File: src/rtl/core/assert_macros.svh
// Assertion macros used by the transform engine sequencer.
`ifndef ASSERT_MACROS_SVH
`define ASSERT_MACROS_SVH
// Property that holds on every clock edge outside reset.
`define AST_ALWAYS(label, clk, rst_n, prop, msg) \
    label: assert property (@(posedge clk) disable iff (!rst_n) (prop)) else $error(msg);
// Implication checked on every clock edge outside reset.
`define AST_IMPLY(label, clk, rst_n, ante, cons, msg) \
    label: assert property (@(posedge clk) disable iff (!rst_n) (ante) |-> (cons)) \
        else $error(msg);
`endif

File: src/rtl/core/a3d_pkg.sv
// Shared types and constants of the 3D affine transform engine.
package a3d_pkg;
    localparam logic [2:0] ACT_IDENT = 3'd0;
    localparam logic [2:0] ACT_TRANS = 3'd1;
    localparam logic [2:0] ACT_SCALE = 3'd2;
    localparam logic [2:0] ACT_ROT   = 3'd3;
    localparam logic [2:0] ACT_POINT = 3'd4;

    localparam int AngleFull    = 23040;
    localparam int AngleHalf    = 11520;
    localparam int AngleQuarter = 5760;
    localparam int CordicFrac   = 30;
    localparam longint CordicGain = 652032874;
    localparam int AtanCount    = 24;

    // Datapath operation codes.
    typedef enum logic [2:0] {
        OP_NONE  = 3'd0,
        OP_IDENT = 3'd1,
        OP_TRANS = 3'd2,
        OP_ANGLE = 3'd3,
        OP_CSTEP = 3'd4,
        OP_CFIN  = 3'd5,
        OP_MAC   = 3'd6,
        OP_WRITE = 3'd7
    } t_op;

    // Which operand matrix a product uses.
    typedef enum logic [1:0] {
        MS_SCALE = 2'd0,
        MS_RX    = 2'd1,
        MS_RY    = 2'd2,
        MS_RZ    = 2'd3
    } t_msel;

    typedef struct packed {
        t_op         op;
        t_msel       msel;
        logic [1:0]  axis;   // angle source for OP_ANGLE
        logic [4:0]  step;   // CORDIC step
        logic [3:0]  entry;  // matrix entry r*3+c
        logic [1:0]  k;      // term index
        logic        emit;   // point mode: sum goes to output register
    } t_cmd;

    typedef struct packed {
        logic angle_done;
    } t_stat;

    function automatic longint atan_val(input logic [4:0] i);
        unique case (i)
            5'd0:  return 188743680; 5'd1:  return 111421900;
            5'd2:  return 58872272;  5'd3:  return 29884485;
            5'd4:  return 15000234;  5'd5:  return 7507429;
            5'd6:  return 3754631;   5'd7:  return 1877430;
            5'd8:  return 938729;    5'd9:  return 469366;
            5'd10: return 234683;    5'd11: return 117342;
            5'd12: return 58671;     5'd13: return 29335;
            5'd14: return 14668;     5'd15: return 7334;
            5'd16: return 3667;      5'd17: return 1833;
            5'd18: return 917;       5'd19: return 458;
            5'd20: return 229;       5'd21: return 115;
            5'd22: return 57;        5'd23: return 29;
            default: return 0;
        endcase
    endfunction
endpackage

File: src/rtl/core/a3d_ctrl.sv
// Sequencer of the transform engine: walks actions through the datapath.
`include "assert_macros.svh"
module a3d_ctrl #(
    parameter int CORDIC_STEPS = 16
) (
    input  logic          i_clk,
    input  logic          i_rst_n,
    input  logic          i_valid,
    input  logic [2:0]    i_action,
    output logic          o_stall,
    output logic          o_out_valid,
    input  logic          i_out_stall,
    output a3d_pkg::t_cmd o_cmd,
    input  a3d_pkg::t_stat i_stat
);
    localparam int NSteps = (CORDIC_STEPS < a3d_pkg::AtanCount) ? CORDIC_STEPS
                                                                : a3d_pkg::AtanCount;

    typedef enum logic [8:0] {
        S_IDLE  = 9'b0_0000_0001,
        S_ANGLE = 9'b0_0000_0010,
        S_CORD  = 9'b0_0000_0100,
        S_CFIN  = 9'b0_0000_1000,
        S_MAC   = 9'b0_0001_0000,
        S_WRITE = 9'b0_0010_0000,
        S_PMAC  = 9'b0_0100_0000,
        S_PWR   = 9'b0_1000_0000,
        S_TRANS = 9'b1_0000_0000
    } t_state;

    t_state r_state, n_state;
    logic [2:0] r_act, n_act;
    logic [1:0] r_axis, n_axis;
    logic [4:0] r_step, n_step;
    logic [3:0] r_entry, n_entry;
    logic [1:0] r_k, n_k;
    logic       r_oval, n_oval;
    logic       acc_in;
    logic       busy;

    assign busy   = (r_state != S_IDLE);
    assign o_stall = busy;
    assign acc_in = i_valid && !o_stall;
    assign o_out_valid = r_oval;

    always_comb begin
        n_state = r_state;
        n_act = r_act;
        n_axis = r_axis;
        n_step = r_step;
        n_entry = r_entry;
        n_k = r_k;
        n_oval = r_oval;
        o_cmd = '0;
        o_cmd.op = a3d_pkg::OP_NONE;
        o_cmd.msel = (r_act == a3d_pkg::ACT_SCALE) ? a3d_pkg::MS_SCALE :
                     (r_axis == 2'd0) ? a3d_pkg::MS_RX :
                     (r_axis == 2'd1) ? a3d_pkg::MS_RY : a3d_pkg::MS_RZ;
        o_cmd.axis = r_axis;
        o_cmd.step = r_step;
        o_cmd.entry = r_entry;
        o_cmd.k = r_k;
        if (r_oval && !i_out_stall) begin
            n_oval = 1'b0;
        end
        unique case (r_state)
            S_IDLE: begin
                if (acc_in) begin
                    n_act = i_action;
                    n_axis = 2'd0;
                    n_step = '0;
                    n_entry = '0;
                    n_k = '0;
                    unique case (i_action)
                        a3d_pkg::ACT_IDENT: o_cmd.op = a3d_pkg::OP_IDENT;
                        a3d_pkg::ACT_TRANS: n_state = S_TRANS;
                        a3d_pkg::ACT_SCALE: n_state = S_MAC;
                        a3d_pkg::ACT_ROT:   n_state = S_ANGLE;
                        a3d_pkg::ACT_POINT: n_state = S_PMAC;
                        default: ;
                    endcase
                end
            end
            S_TRANS: begin
                // offsets are in the argument registers by now
                o_cmd.op = a3d_pkg::OP_TRANS;
                n_state = S_IDLE;
            end
            S_ANGLE: begin
                o_cmd.op = a3d_pkg::OP_ANGLE;
                n_step = '0;
                n_state = S_CORD;
            end
            S_CORD: begin
                o_cmd.op = a3d_pkg::OP_CSTEP;
                n_step = r_step + 5'd1;
                if (32'(r_step) == NSteps - 1) n_state = S_CFIN;
            end
            S_CFIN: begin
                o_cmd.op = a3d_pkg::OP_CFIN;
                n_state = S_MAC;
            end
            S_MAC: begin
                o_cmd.op = a3d_pkg::OP_MAC;
                n_k = r_k + 2'd1;
                if (r_k == 2'd2) n_state = S_WRITE;
            end
            S_WRITE: begin
                o_cmd.op = a3d_pkg::OP_WRITE;
                n_k = '0;
                if (r_entry == 4'd11) begin
                    n_entry = '0;
                    if (r_act == a3d_pkg::ACT_ROT && r_axis != 2'd2) begin
                        n_axis = r_axis + 2'd1;
                        n_state = S_ANGLE;
                    end else begin
                        n_state = S_IDLE;
                    end
                end else begin
                    n_entry = r_entry + 4'd1;
                    n_state = S_MAC;
                end
            end
            S_PMAC: begin
                o_cmd.op = a3d_pkg::OP_MAC;
                o_cmd.emit = 1'b1;
                n_k = r_k + 2'd1;
                if (r_k == 2'd2) n_state = S_PWR;
            end
            S_PWR: begin
                o_cmd.emit = 1'b1;
                if (r_entry == 4'd2) begin
                    // hold the last column until the output register frees up
                    if (!r_oval || !i_out_stall) begin
                        o_cmd.op = a3d_pkg::OP_WRITE;
                        n_k = '0;
                        n_entry = '0;
                        n_oval = 1'b1;
                        n_state = S_IDLE;
                    end
                end else begin
                    o_cmd.op = a3d_pkg::OP_WRITE;
                    n_k = '0;
                    n_entry = r_entry + 4'd1;
                    n_state = S_PMAC;
                end
            end
            default: n_state = S_IDLE;
        endcase
    end

    always_ff @(posedge i_clk) begin
        if (!i_rst_n) begin
            r_state <= S_IDLE;
            r_oval <= 1'b0;
            r_act <= '0;
            r_axis <= '0;
            r_step <= '0;
            r_entry <= '0;
            r_k <= '0;
        end else begin
            r_state <= n_state;
            r_oval <= n_oval;
            r_act <= n_act;
            r_axis <= n_axis;
            r_step <= n_step;
            r_entry <= n_entry;
            r_k <= n_k;
        end
    end

    `AST_IMPLY(a_no_accept_busy, i_clk, i_rst_n, busy, o_stall, "input taken while busy")
    `AST_IMPLY(a_angle_seen, i_clk, i_rst_n, r_state == S_CORD && r_step == '0,
        i_stat.angle_done, "CORDIC started without angle")
    `AST_IMPLY(a_emit_idle, i_clk, i_rst_n, $rose(r_oval), $past(r_state) == S_PWR,
        "result raised outside point write")
endmodule

File: config.mk
export PLATFORM = sky130hd
export DESIGN_NAME = a3d_ctrl
export DESIGN_NICKNAME = d
export VERILOG_FILES = /design/src/rtl/core/a3d_pkg.sv /design/src/rtl/core/a3d_ctrl.sv
export VERILOG_INCLUDE_DIRS = /design/src /design/src/rtl/core
export SDC_FILE = /design/constraint.sdc
export NUM_CORES = 1
export LEC_CHECK = 0
export BUFFER_PORTS_ARGS = -buffer_cell sky130_fd_sc_hd__buf_2
export CELL_PAD_IN_SITES_DETAIL_PLACEMENT = 2
export CELL_PAD_IN_SITES_GLOBAL_PLACEMENT = 2
export CORE_MARGIN = 3
export CORE_UTILIZATION = 29
export DETAILED_ROUTE_END_ITERATION = 12
export GPL_TIMING_DRIVEN = 0
export HOLD_SLACK_MARGIN = 0.02
export PLACE_DENSITY = 0.8
export SETUP_SLACK_MARGIN = 0.15
export SLEW_MARGIN = 20
export SYNTH_ARGS = -nofsm -noshare
export SYNTH_HDL_FRONTEND = slang
export SYNTH_SLANG_ARGS = --single-unit
File: constraint.sdc
create_clock -name i_clk -period 2.05 [get_ports i_clk]
set_input_delay 0.1025 -clock i_clk [delete_from_list [all_inputs] [get_ports i_clk]]
set_output_delay 0.1025 -clock i_clk [all_outputs]
set_load 0.01 [all_outputs]
==> flow_summary.yaml, run 1 <==
sta:
  finalClockSkew_ns: 0.005516
  rsz0062_at_grt: "yes"
  relSlewSlack_pct: 59.04
  post-route-period-util_pct: 111.7
  finalMaxSlewViolations: 0
  setup_violations: 18
  worst_slew_pin_slew_ns: 0.6144
  max_freq_mhz: 436.8
  fin_crit_ns: 2.289
  hold_viol_final: 0
  fin_ws_ns: -0.2394
synth:
  synthTopCellsByCount: "dfxtp_1, nand2_1, nor2_1"
  synth_edf_count: 0
  synth_cell_type_count: 48
  synthFlopType: "dfxtp_1"
  synth_top_area_cell: "dfxtp_1"
  syn_area_um2: 1684
  yosys-top-cells-area: "dfxtp_1, ha_1, nand2_1"
  yosysSeqAreaShare_pct: 30.91
  syn_avg_cell_area_um2: 8.255
  ys_ff_latch: 26
  synth.net_count: 220
  syn_inst: 204
  yosys_warnings: 0
  netlist.area_leader.share_pct: 30.91
  synth.most_common_cell: "dfxtp_1"
  async_reset_ff_share_pct: 0
global_route:
  use_met2_pct: 36.38
  met1_usage_pct: 23.98
  first_global_vias: 1897
  antenna_found_initial: 0
  gr-max-usage-layer: "met2"
  use_met3_pct: 1.952
  grt_pass1_wl_um: 10110
  groute.usage.overall_pct: 19.81
  grt_max_degree: 15
  gr-total-overflow: 0
worst_setup_path:
  crit_buf_inv: 2
  path_class: "reg -> reg"
  r2r_slack_ns: -0.24
  crit_arrival_ns: 2.44
  critical_path.cell_chain: "buf_8, or4_4, nor3_4, buf_6, o211ai_1, a32o_1, mux2i_1, nand2_1"
  slowest_delay_ns: 0.57
  required_ns: 2.20
  critPathSlowestCell: "or4_4"
  cpLargestDelayFamily: "simple AND/OR/NAND/NOR gates"
  critical_path.max_fanout: 5
  crit_path_start_kind: "flop"
  critPathCaptureType: "flop"
finish:
  fill_cells: 599
  fin_area_um2: 2678
  final_nets: 292
  instances_no_fill: 347
  drive_above_1_share_pct: 50.91
  area_growth_pct: 58.99
  insertedDiodeCount: 0
die:
  die_area_um2: 6758
  die_y_um: 82.21
  die_w_um: 82.21
  core_um2: 5574
  num_rows: 27
  initial_core_util_pct: 30.21
  io_pins: 29
clock_network:
  clkLatencyLatePin_ns: 0.28
  cts_root_buffer: "clkbuf_8"
  cts_sinks: 26
  cts_made_buffers: 3
  clkSlewWorstSetupHoldPaths_ns: 0.11
  cts_tree: "yes"
  htreeDepth: 1
  cts_buffer_depth: 2
placement:
  placed_cells: 302
  place_area_um2: 1957
  dp_hpwl_um: 3925
  portBuffers: 26
  place_congestion: 0.7229
routing:
  ant_nets: 0
  vias: 1882
  drt_first_pass_iters: 4
  wire_per_inst_um: 22.52
  drtIter0Drc: 93
  viasPerCell: 5.424
  wirelength_um: 7814
  drc: 0
outcome:
  status: "complete, but fails checks"
  violations: "negative setup slack"
power_and_ir_drop:
  vdd_drop_max_v: 0.0004003
  power_density_nw_per_um2: 1003
  leakagePower_nw: 1.130
worst_hold_path:
  worst_hold_path_type: "in -> reg"
flow_run:
  cap_violations: 0
-- cells in the final DEF (no fill, tap or decap), drive strengths merged, types with 6 or more instances in the layout --
cell    netlist  final
buf           9     77
dfxtp        26     26
nor2b         9      9
nor2         18     18
a21boi        7      7
o21ai         8      8
clkbuf        4      7
a21oi         6      6
inv           7      6
ha            8      8
nand2        23     23
nand3        15     15
-- what timing repair did --
item | CTS | global route
setup buffers | 20 | 21
endpoints found under the hold margin | 0 | 0
hold buffers | 0 | 0
setup endpoints to repair | 26 | 26
gates resized for setup | 50 | 32
pin swaps | 17 | 19
-- final timing paths --
path                                  from         end  depth (start not counted)
worst max-delay path            r_state[4]  r_state[0]                          8
worst min-delay path               i_rst_n    r_act[1]                          2
worst max register to register  r_state[4]  r_state[0]                          8
worst min register to register    r_act[1]    r_act[1]                          2
-- routing by layer --
layer	part of all wire [%]	vias to the layer above
li1	-	869
met4	3.8	0
met2	50	47
met1	43	944
met3	3.0	22
met5	0	-
-- registers in the layout, summed over array words and instances, names as in the netlist --
name         count
o_out_valid      1
r_act            3
r_axis           2
r_entry          4
r_k              2
r_state          9
r_step           5
-- final cells by class --
type                       count  area, um2  share of cell area [%]
buffer                        13      138.9                   5.187
clock buffer                   4      55.05                   2.056
inverter                       7      30.03                   1.121
multi-input combinational    158       1339                   50.00
sequential                    26      545.5                   20.37
tap                           72      90.09                   3.364
timing repair buffer          67      479.2                   17.90
-- report_power, final --
part / internal, mW / switching, mW / total [mW]
clock network: 0.173 / 0.197 / 0.370
logic: 0.857 / 0.840 / 1.70
registers: 0.555 / 0.0639 / 0.619
-- worst register-to-register path: stages (launching register included) --
cell and delay [ns]:
dfxtp_2 0.36, buf_8 0.13, or4_4 0.57, nor3_4 0.29, buf_6 0.16, o211ai_1 0.12, a32o_1 0.26, mux2i_1 0.19
nand2_1 0.09
-- metrics by stage --
step	hold slack (ns)	power, mW	utilization [%]	worst slack (ns)	TNS [ns]
2_1_floorplan	0.2544	1.215	-	0.05469	0
3_3_place_gp	0.3929	1.429	35.11	-0.2529	-1.986
3_5_place_dp	0.4002	1.445	35.11	-0.3190	-3.156
4_1_cts	0.1109	2.235	42.65	-0.1046	-0.9142
5_1_grt	0.1291	2.809	48.04	-0.3130	-3.135
6_report	0.1333	2.685	48.04	-0.2394	-1.707
-- cell families (layout without fill, tap and decap cells) --
logic type | count (synthesis) | after routing | synth area share (%)
XOR/XNOR | 8 | 8 | 4.161
AND/OR/NAND/NOR | 99 | 99 | 33.73
flip-flops | 26 | 26 | 30.91
multiplexers | 3 | 3 | 1.783
AO/OA/AOI/OAI | 40 | 40 | 17.09
adder cells (fa/ha/maj) | 8 | 8 | 5.944
buffers and inverters | 20 | 91 | 6.389
Note: power is estimated with default switching activity, not from simulation.
==> run 2, diff against run 1 <==
--- a/config.mk
+++ b/config.mk
@@ -14,7 +14,7 @@
 export DETAILED_ROUTE_END_ITERATION = 12
 export GPL_TIMING_DRIVEN = 0
 export HOLD_SLACK_MARGIN = 0.02
-export PLACE_DENSITY = 0.8
+export PLACE_DENSITY = 0.79
 export SETUP_SLACK_MARGIN = 0.15
 export SLEW_MARGIN = 20
 export SYNTH_ARGS = -nofsm -noshare
==> flow_summary.yaml, run 2 (synthesized netlist as in run 1, its figures left out) <==
outcome:
  status: "complete, but fails checks"
  violations: "negative setup slack"
worst_setup_path:
  crit_path_start_kind: "flop"
  critPathCaptureType: "flop"
  r2r-start: "r_step[1]"
  startpoint: "r_step[1]"
  critPathCapture: "r_state[0]"
  rr_endpoint: "r_state[0]"
  critical_path.max_fanout: 7
  required_ns: 2.21
  worstRegToRegCells: 10
  crit_arrival_ns: 2.47
  path_class: "reg -> reg"
  r2r_slack_ns: -0.27
placement:
  dp_hpwl_um: 3962
  pre_cts_ws_ns: -0.3253
  portBuffers: 26
  place_congestion: 0.7203
sta:
  fin_crit_ns: 2.319
  finalClockSkew_ns: 0.01142
  post-route-period-util_pct: 113.1
  tns_ns: -2.367
  setup_violations: 17
  worst_slew_pin_slew_ns: 0.7474
  hold_viol_final: 0
  rsz0062_at_grt: "yes"
  max_freq_mhz: 431.2
  relSlewSlack_pct: 50.17
  finalMaxSlewViolations: 0
  fin_ws_ns: -0.2690
finish:
  top_register: "r_state"
  area_growth_pct: 71.25
  reg_top3: "r_state: 9 flops, r_step: 5 flops, r_entry: 4 flops"
  insertedDiodeCount: 0
  largest_reg_flops: 9
  final_nets: 301
  final_util_pct: 51.74
  final_common_cell: "buf_4"
  drive_above_1_share_pct: 56.34
  final_cell_mix: "buf_4, buf_2, buf_6"
die:
  die_area_um2: 6758
  die_y_um: 82.21
  num_rows: 27
  initial_core_util_pct: 30.21
  core_um2: 5574
  io_pins: 29
  die_w_um: 82.21
clock_network:
  cts_root_buffer: "clkbuf_8"
  hold_buffers: 0
  cts_buffer_depth: 2
  clkSlewWorstSetupHoldPaths_ns: 0.11
  htreeDepth: 1
  cts_sinks: 26
  cts_tree: "yes"
  cts_made_buffers: 3
  clkLatencyLatePin_ns: 0.30
power_and_ir_drop:
  p_switching_mw: 1.170
  power.total_mw: 2.978
  p_sw_share_pct: 39.30
  vdd_drop_max_v: 0.0005156
  p_clk_share_pct: 15.9
  power_density_nw_per_um2: 1033
  pwr-share-seq_pct: 20.6
  leakagePower_nw: 1.219
  comb_power_share_pct: 63.5
  internal-power_mw: 1.808
routing:
  viasPerCell: 5.531
  drt_first_pass_iters: 4
  wire_per_inst_um: 25.13
  wirelength_um: 8945
  vias: 1969
  ant_nets: 0
  drc: 0
  drtIter0Drc: 85
worst_hold_path:
  worst_hold_path_type: "in -> reg"
  min_delay_path_depth: 3
global_route:
  first_global_vias: 1882
  grt_max_degree: 16
  groute.usage.overall_pct: 20.26
  grt_pass1_wl_um: 10230
  antenna_found_initial: 0
  gr-total-overflow: 0
flow_run:
  cap_violations: 0
run 2: area by class of cell:
cell class	count	area [um2]
fillers	587	2690
multi-input cells	158	1424
repair buffers	76	584.3
flip-flops and latches	26	551.8
plain buffers	13	132.6
well taps	72	90.09
clock buffers	3	41.29
clock inverters	1	30.03
inverters	7	30.03
run 2: critical path, stage by stage (launching register included):
cell     delay, ns
dfxtp_4       0.38
ha_4          0.16
and3_4        0.19
ha_4          0.16
nor2_4        0.11
a32oi_2       0.08
or4b_4        0.53
o211a_1       0.14
buf_6         0.15
mux2i_1       0.18
nand2_1       0.09
run 2: power by group through the flow:
stage	clock, mW	sequential [mW]	combinational, mW
after floorplan	0	0.595	0.620
after global placement	0	0.604	0.829
after detailed placement	0	0.604	0.841
after CTS	0.475	0.610	1.26
after global routing	0.498	0.617	1.99
final	0.474	0.613	1.89
run 2: worst min path at each step:
stage,startpoint,to,slack [ns]
final,i_rst_n,r_state[3],0.12
after global routing,i_rst_n,r_state[3],0.12
after CTS,i_action[1],r_act[1],0.10
after detailed placement,i_rst_n,r_act[1],0.40
after global placement,i_rst_n,r_act[1],0.39
after floorplan,i_action[0],r_state[1],0.25
run 2: per-layer routing:
metal	GRT usage [%]	share of wire [%]	up-vias
met5	0	0	-
met2	35.74	52	61
met4	7.309	4.2	0
li1	-	-	891
met3	3.254	3.6	21
met1	24.57	41	996
run 2: timing repair:
| item | in CTS | in global routing |
|---|---|---|
| cloned | 1 | 0 |
| pin swaps | 13 | 24 |
| buffers inserted | 17 | 32 |
| setup endpoints to repair | 26 | 26 |
| gates resized for setup | 49 | 60 |
run 2: through the flow:
| stage | cells | area, um2 | hold slack (ns) |
|---|---|---|---|
| CTS | 324 | 2381 | 0.1044 |
| finish | 356 | 2884 | 0.1233 |
| global route | 356 | 2884 | 0.1158 |
| global placement | 302 | 1957 | 0.3938 |
| floorplan | 204 | 1737 | 0.2544 |
| detailed placement | 302 | 1957 | 0.4013 |
